**src/hdl/vpiq_pkg.sv**
```systemverilog
// ----------------------------------------------------------------------------
// vpiq_pkg
// Shared types, codes and constants of the validated priority ingress queue.
// ----------------------------------------------------------------------------
package vpiq_pkg;

   localparam int NUM_QUEUES         = 5;
   localparam int QIDX_W             = 3;
   localparam int LAST_SOURCE_CODE   = 5;
   localparam int MAX_TYPE_CODE      = 7;
   localparam int DEF_QUEUE_DEPTH    = 8;
   localparam int DEF_PAYLOAD_WIDTH  = 32;

   localparam int SRC_W   = 4;
   localparam int TYPE_W  = 4;
   localparam int STAMP_W = 48;
   localparam int SCHEMA_W = 8;
   localparam int SEQ_W   = 32;
   localparam int PAY_W   = 32;
   localparam int ID_W    = 32;
   localparam int AGE_W   = 32;
   localparam int LIMIT_W = 4;
   localparam int OCC_W   = 6;
   localparam int CSR_DATA_W = 32;
   localparam int CSR_IDX_W  = 2;

   localparam logic [QIDX_W-1:0] OTHER_QUEUE = 3'd4;

   localparam logic [SCHEMA_W-1:0] RST_EXPECTED_SCHEMA = 8'd1;
   localparam logic [AGE_W-1:0]    RST_SAFETY_MAX_AGE  = 32'd100;
   localparam logic [AGE_W-1:0]    RST_DEFAULT_MAX_AGE = 32'd1000;
   localparam logic [LIMIT_W-1:0]  RST_QUEUE_LIMIT     = 4'd8;

   typedef enum logic [CSR_IDX_W-1:0] {
      CSR_EXPECTED_SCHEMA = 2'd0,
      CSR_SAFETY_MAX_AGE  = 2'd1,
      CSR_DEFAULT_MAX_AGE = 2'd2,
      CSR_QUEUE_LIMIT     = 2'd3
   } csr_index_type;

   typedef enum logic {
      REQ_PUSH = 1'b0,
      REQ_POLL = 1'b1
   } req_kind_type;

   typedef enum logic {
      KIND_STATUS = 1'b0,
      KIND_ENTRY  = 1'b1
   } rsp_kind_type;

   typedef enum logic [1:0] {
      ST_ACCEPTED = 2'd0,
      ST_INVALID  = 2'd1,
      ST_STALE    = 2'd2,
      ST_OVERFLOW = 2'd3
   } status_type;

   typedef enum logic [1:0] {
      RC_IGNORE    = 2'd0,
      RC_SAFE_STOP = 2'd1,
      RC_RETRY     = 2'd2
   } recovery_type;

   typedef struct packed {
      logic               bad;
      logic               safety;
      logic               late;
      logic [STAMP_W-1:0] age;
   } screen_type;

endpackage

```
**src/hdl/vpiq_screen.sv**
```systemverilog
// ----------------------------------------------------------------------------
// vpiq_screen
// Field checks and age difference of a push beat, registered on capture.
// ----------------------------------------------------------------------------
module vpiq_screen (
   input  logic                             clock,
   input  logic                             load,
   input  logic [vpiq_pkg::SRC_W-1:0]       source,
   input  logic [vpiq_pkg::TYPE_W-1:0]      msg_type,
   input  logic [vpiq_pkg::STAMP_W-1:0]     stamp,
   input  logic [vpiq_pkg::STAMP_W-1:0]     now_time,
   input  logic [vpiq_pkg::SCHEMA_W-1:0]    schema,
   input  logic [vpiq_pkg::SEQ_W-1:0]       seq_no,
   input  logic                             payload_present,
   input  logic [vpiq_pkg::SCHEMA_W-1:0]    expected_schema,
   output vpiq_pkg::screen_type             screen
);

   vpiq_pkg::screen_type            screen_ff;
   vpiq_pkg::screen_type            screen_in;
   logic [vpiq_pkg::STAMP_W:0]      diff;

   always_comb begin
      diff = {1'b0, now_time} - {1'b0, stamp};
      screen_in.bad = (source > vpiq_pkg::SRC_W'(vpiq_pkg::LAST_SOURCE_CODE)) ||
                      (msg_type > vpiq_pkg::TYPE_W'(vpiq_pkg::MAX_TYPE_CODE)) ||
                      (stamp == '0) || (schema != expected_schema) ||
                      (seq_no == '0) || !payload_present;
      screen_in.safety = (source == '0);
      screen_in.late   = diff[vpiq_pkg::STAMP_W];
      screen_in.age    = diff[vpiq_pkg::STAMP_W-1:0];
   end

   always_ff @(posedge clock) begin
      if (load) begin
         screen_ff <= screen_in;
      end
   end

   assign screen = screen_ff;

endmodule

```
**config.mk**
```make
export PLATFORM = sky130hd
export DESIGN_NAME = vpiq_screen
export DESIGN_NICKNAME = d
export VERILOG_FILES = /design/src/hdl/vpiq_pkg.sv /design/src/hdl/vpiq_screen.sv
export SDC_FILE = /design/constraint.sdc
export NUM_CORES = 1
export LEC_CHECK = 0
export ABC_CLOCK_PERIOD_IN_PS = 2700
export BUFFER_PORTS_ARGS = -buffer_cell sky130_fd_sc_hd__buf_4
export CORE_AREA = 2 2 107 109
export CTS_BUF_LIST = sky130_fd_sc_hd__clkbuf_8 sky130_fd_sc_hd__clkbuf_16
export DETAILED_ROUTE_END_ITERATION = 8
export DIE_AREA = 0 0 109 111
export PLACE_DENSITY = 0.79
export SETUP_SLACK_MARGIN = 0.5
export SYNTH_ARGS = -nofsm -noshare
export SYNTH_HDL_FRONTEND = slang
export SYNTH_SLANG_ARGS = --single-unit
```
**constraint.sdc**
```tcl
create_clock -name clock -period 2.7 [get_ports clock]
set_input_delay 0.27 -clock clock [delete_from_list [all_inputs] [get_ports clock]]
set_output_delay 0.27 -clock clock [all_outputs]
set_load 0.03 [all_outputs]
```
; Word-level counts from Yosys, hierarchy flattened
; Cells that the tools add are included.
[totals]
ff_bits = 51
inputBits = 155
output_inout_bits = 51
elab_cells = 17
[classes]
n_addsub = 1
magnitude_cmp = 2
eq_ne = 1
n_reduce_logical = 9
[op_table]
columns = op, count
row1 = subtractor 48 x 48 -> 49 bit, 1
row2 = zero test 48 bit, 1
row3 = zero test 32 bit, 1
row4 = "greater-than comparator 4 x 3 -> 1 bit, second input constant", 2
row5 = != test 8 bit, 1
row6 = logical OR 1 bit, 5
row7 = zero test 4 bit, 1
row8 = zero test 1 bit, 1

; Longest topological paths before layout
[depth]
ltp_word = 6
ltp_mapped = 11

; Least setup slack after synthesis
; Ideal clock, no wire load.
[synth_path]
path_kind = input-to-reg
from = in now_time[0] (netlist bit)
to = reg screen_ff (netlist bit screen[48]) (data pin)
setup_time_ps = 262
arrival_ps = 2291
required_time_ps = 2438
setup_slack_ps = 147
path_stages = 11
path_buffers = 0
cell_sequence = inv_1 > ha_1 > fa_1 > nand2b_1 > a21o_1 > a31oi_1 > a311oi_1 > o31ai_2 > a21oi_1 > nor4_1 > nor4_1
[synth_via]
elab_chain_len = 1
[synth_lines]
columns = element, line
row1 = "start, declared", vpiq_screen.sv:11  ; input logic [vpiq_pkg::STAMP_W-1:0] now_time,
row2 = subtractor 48 x 48 -> 49 bit, vpiq_screen.sv:24  ; diff = {1'b0, now_time} - {1'b0, stamp};
row3 = net diff (one bit), vpiq_screen.sv:21  ; logic [vpiq_pkg::STAMP_W:0] diff;
row4 = "end signal, assigned", vpiq_screen.sv:36  ; screen_ff <= screen_in;
row5 = "end, declared", vpiq_screen.sv:19  ; vpiq_pkg::screen_type screen_ff;
; The timed path passes the listed nets, and every way through them passes these cells.
; A chain may end at the register's enable or synchronous reset.

; Worst setup path in the final report
[layout_path]
from = in stamp[3] (netlist bit)
to = reg screen_ff (netlist bit screen[46]) (data pin)
[layout_via]
elab_chain_len = 1
[layout_lines]
columns = element, line
row1 = "start, declared", vpiq_screen.sv:10  ; input logic [vpiq_pkg::STAMP_W-1:0] stamp,
row2 = subtractor 48 x 48 -> 49 bit, vpiq_screen.sv:24
row3 = net diff (one bit), vpiq_screen.sv:21
; The timed path passes the listed nets, and every way through them passes these cells.

==> impl_metrics.toml <==
[clock_network]
path_clk_slew_ns = 0.07
holdBufCountCts = 0
cts_tree = "built"
cts.sink_count = 51
cts.path.max_buffers = 2
numCtsBuffers = 5
h-tree-depth = 2
root_buffer = "clkbuf_16"

[finish]
diodes = 0
final_nets = 996
design_area_um2 = 7488
layout-drive-gt1-share_pct = 43.25
area_delta_synth_final_pct = 54.21
num-fill-cells = 858
largest_register_ffs = 51

[power_and_ir_drop]
p_switching_w = 0.001273
clkPwrFrac_pct = 19.0
powerDensity_nw_per_um2 = 454.3
comb_power_share_pct = 49.2
p_leak_nw = 3.286
irDropWorstVdd_mv = 0.3567
power.total_w = 0.003402
p_seq_share_pct = 31.8
power_switching_share_pct = 37.44
power.internal_w = 0.002128

[worst_setup_path]
critical_path_class = "input pin to flop"
cp.required_ns = 2.81
slowest_stage = "or4_4"
critical_path.max_fanout = 4
endpoint_kind = "flop"
cp_cell_sequence = "buf_4 -> inv_2 -> ha_4 -> o211ai_1 -> a21o_1 -> a31oi_4 -> buf_6 -> or4_4 -> nand3_4 -> a21oi_2 -> or3_1 -> o311ai_1"
critical_path.top_delay_family = "simple AND/OR/NAND/NOR gates"
arrival_ns = 2.41
startpoint_type = "input pin"
slowest_delay_ns = 0.52
crit_buf_inv = 3

[yosys]
yosysTopAreaCell = "edfxtp_1"
netlist_area_um2 = 4856
ys_seq_elements = 51
ys_seq_area_share_pct = 31.54
yosys_warnings = 0
synth.avg_cell_area_um2 = 8.749
synthDominantCellAreaShare_pct = 31.54
synth_edf_count = 51
syn_nets = 759
ys_async_sr_fraction_pct = 0
netlist_instances = 555
synth_area_leaders = "edfxtp_1 32%, ha_1 12%, a21oi_1 6.0%, xnor2_1 5.4%, inv_1 4.5%"
synth_cell_type_count = 59
synth_ff_type = "edfxtp_1"
ys_top_cells_by_count = "58 x a21oi_1, 58 x inv_1, 51 x edfxtp_1, 48 x ha_1, 37 x nand2_1"

[global_routing]
grt_pass1_vias = 5374
antenna_found_initial = 0
grt_max_degree = 52
grt-ovfl-total = 0
grt_pass1_wl_mm = 25.54
gr-usage-all-layers_pct = 26.78

[flow_run]
cap_violations = 0

[drt]
drt-initial-drc-count = 328
drt-vias-per-instance = 5.631
first_pass_iters = 5
wire_per_inst_um = 17.71
routed_wl_mm = 16.58
drc_errors = 0
antenna_left = 0
route.vias.total = 5271

[sta]
max_slew_margin_pct = 52.91
setup_viol = 0
finalHoldViolCount = 0
worst_pin_slew_ns = 0.7063
finalSetupTns_ns = 0
fmax_mhz = 436.0
rsz0062_at_grt = "yes"
fin_crit_ns = 2.294
slew_viol_final = 0
finalCritPeriodShare_pct = 84.95

[placed_design]
gp_congestion = 0.9260
portBuffers = 202
hpwl_mm = 13.00
dpl_cell_area_um2 = 6847

[die]
fp.dieH_um = 111
core_area_um2 = 11080
initial_core_util_pct = 43.84
die_w_um = 109
ioPinCount = 206
row_count = 39
dieArea_um2 = 12100

[status]
status = "finished, final reports clean"

[hold_path]
min_path_type = "input pin to flop"
-- per-stage QoR --
step	setup WS (ns)	std cells	utilization (%)	hold slack, ns
floorplan	0.3677	555	-	0.3825
global placement	0.07504	910	61.81	0.5565
detailed placement	0.02619	910	61.81	0.5657
CTS	0.4156	924	64.26	0.2469
global route	0.3516	936	67.60	0.2494
finish	0.4063	936	67.60	0.2425
-- final timing paths --
check                                   to  cells past startpoint  slack, ns       from
worst max-delay path  screen[46]$_DFFE_PP_                     12       0.41   stamp[3]
worst min-delay path  screen[49]$_DFFE_PP_                      2       0.24  source[0]
-- timing repair --
item,4_1_cts,5_1_grt
endpoints found under the setup margin,18,21
gates resized for setup,20,60
buffers inserted,6,12
pin swaps,12,25
hold endpoints to repair,0,0
-- placed cells by master (no fill, tap or decap), types with 16 or more instances in the layout --
master / n
o21ai_0: 16
ha_4: 17
a21oi_2: 20
edfxtp_1: 51
a21oi_1: 41
nor2_1: 29
nand2_1: 33
xor2_1: 20
inv_1: 49
nor4_1: 24
ha_1: 29
buf_4: 235
xnor2_1: 28
-- metal layers --
metal  track usage (%)  wire (um)  part of all wire, %  up-vias
met5                 0          0                    0        -
li1                  -          -                    -     2520
met4             11.37        705                  4.3        0
met2             46.46       8355                   50      263
met3             4.586       1117                  6.7       45
met1             32.07       6399                   39     2443
-- power by group through the flow --
stage | clock (W) | combinational [W] | sequential (W)
2_1_floorplan | 0 | 0.000675 | 0.00136
3_3_place_gp | 0 | 0.00149 | 0.00110
3_5_place_dp | 0 | 0.00152 | 0.00110
4_1_cts | 0.000652 | 0.00156 | 0.00108
5_1_grt | 0.000687 | 0.00179 | 0.00109
6_report | 0.000647 | 0.00167 | 0.00108
-- final cells by class --
type / instances / area [um^2] / area share (%)
inverter: 58 / 235.2 / 3.141
multi-input combinational: 432 / 3526 / 47.08
clock buffer: 5 / 125.1 / 1.671
tap: 143 / 178.9 / 2.389
sequential: 51 / 1531 / 20.45
clock inverter: 3 / 15.01 / 0.2005
timing repair buffer: 244 / 1877 / 25.06
-- cells by family after synthesis --
| family | Yosys count | share of synthesized area (%) |
|---|---|---|
| xor gates and xnor gates | 50 | 9.018 |
| AOI/OAI and AO/OA | 152 | 20.25 |
| adders and majority gates | 49 | 12.78 |
| and+or+nand+nor | 181 | 19.81 |
| DFF | 51 | 31.54 |
| buffers and inverters | 72 | 6.596 |
Power figures use the tool's default switching activity.
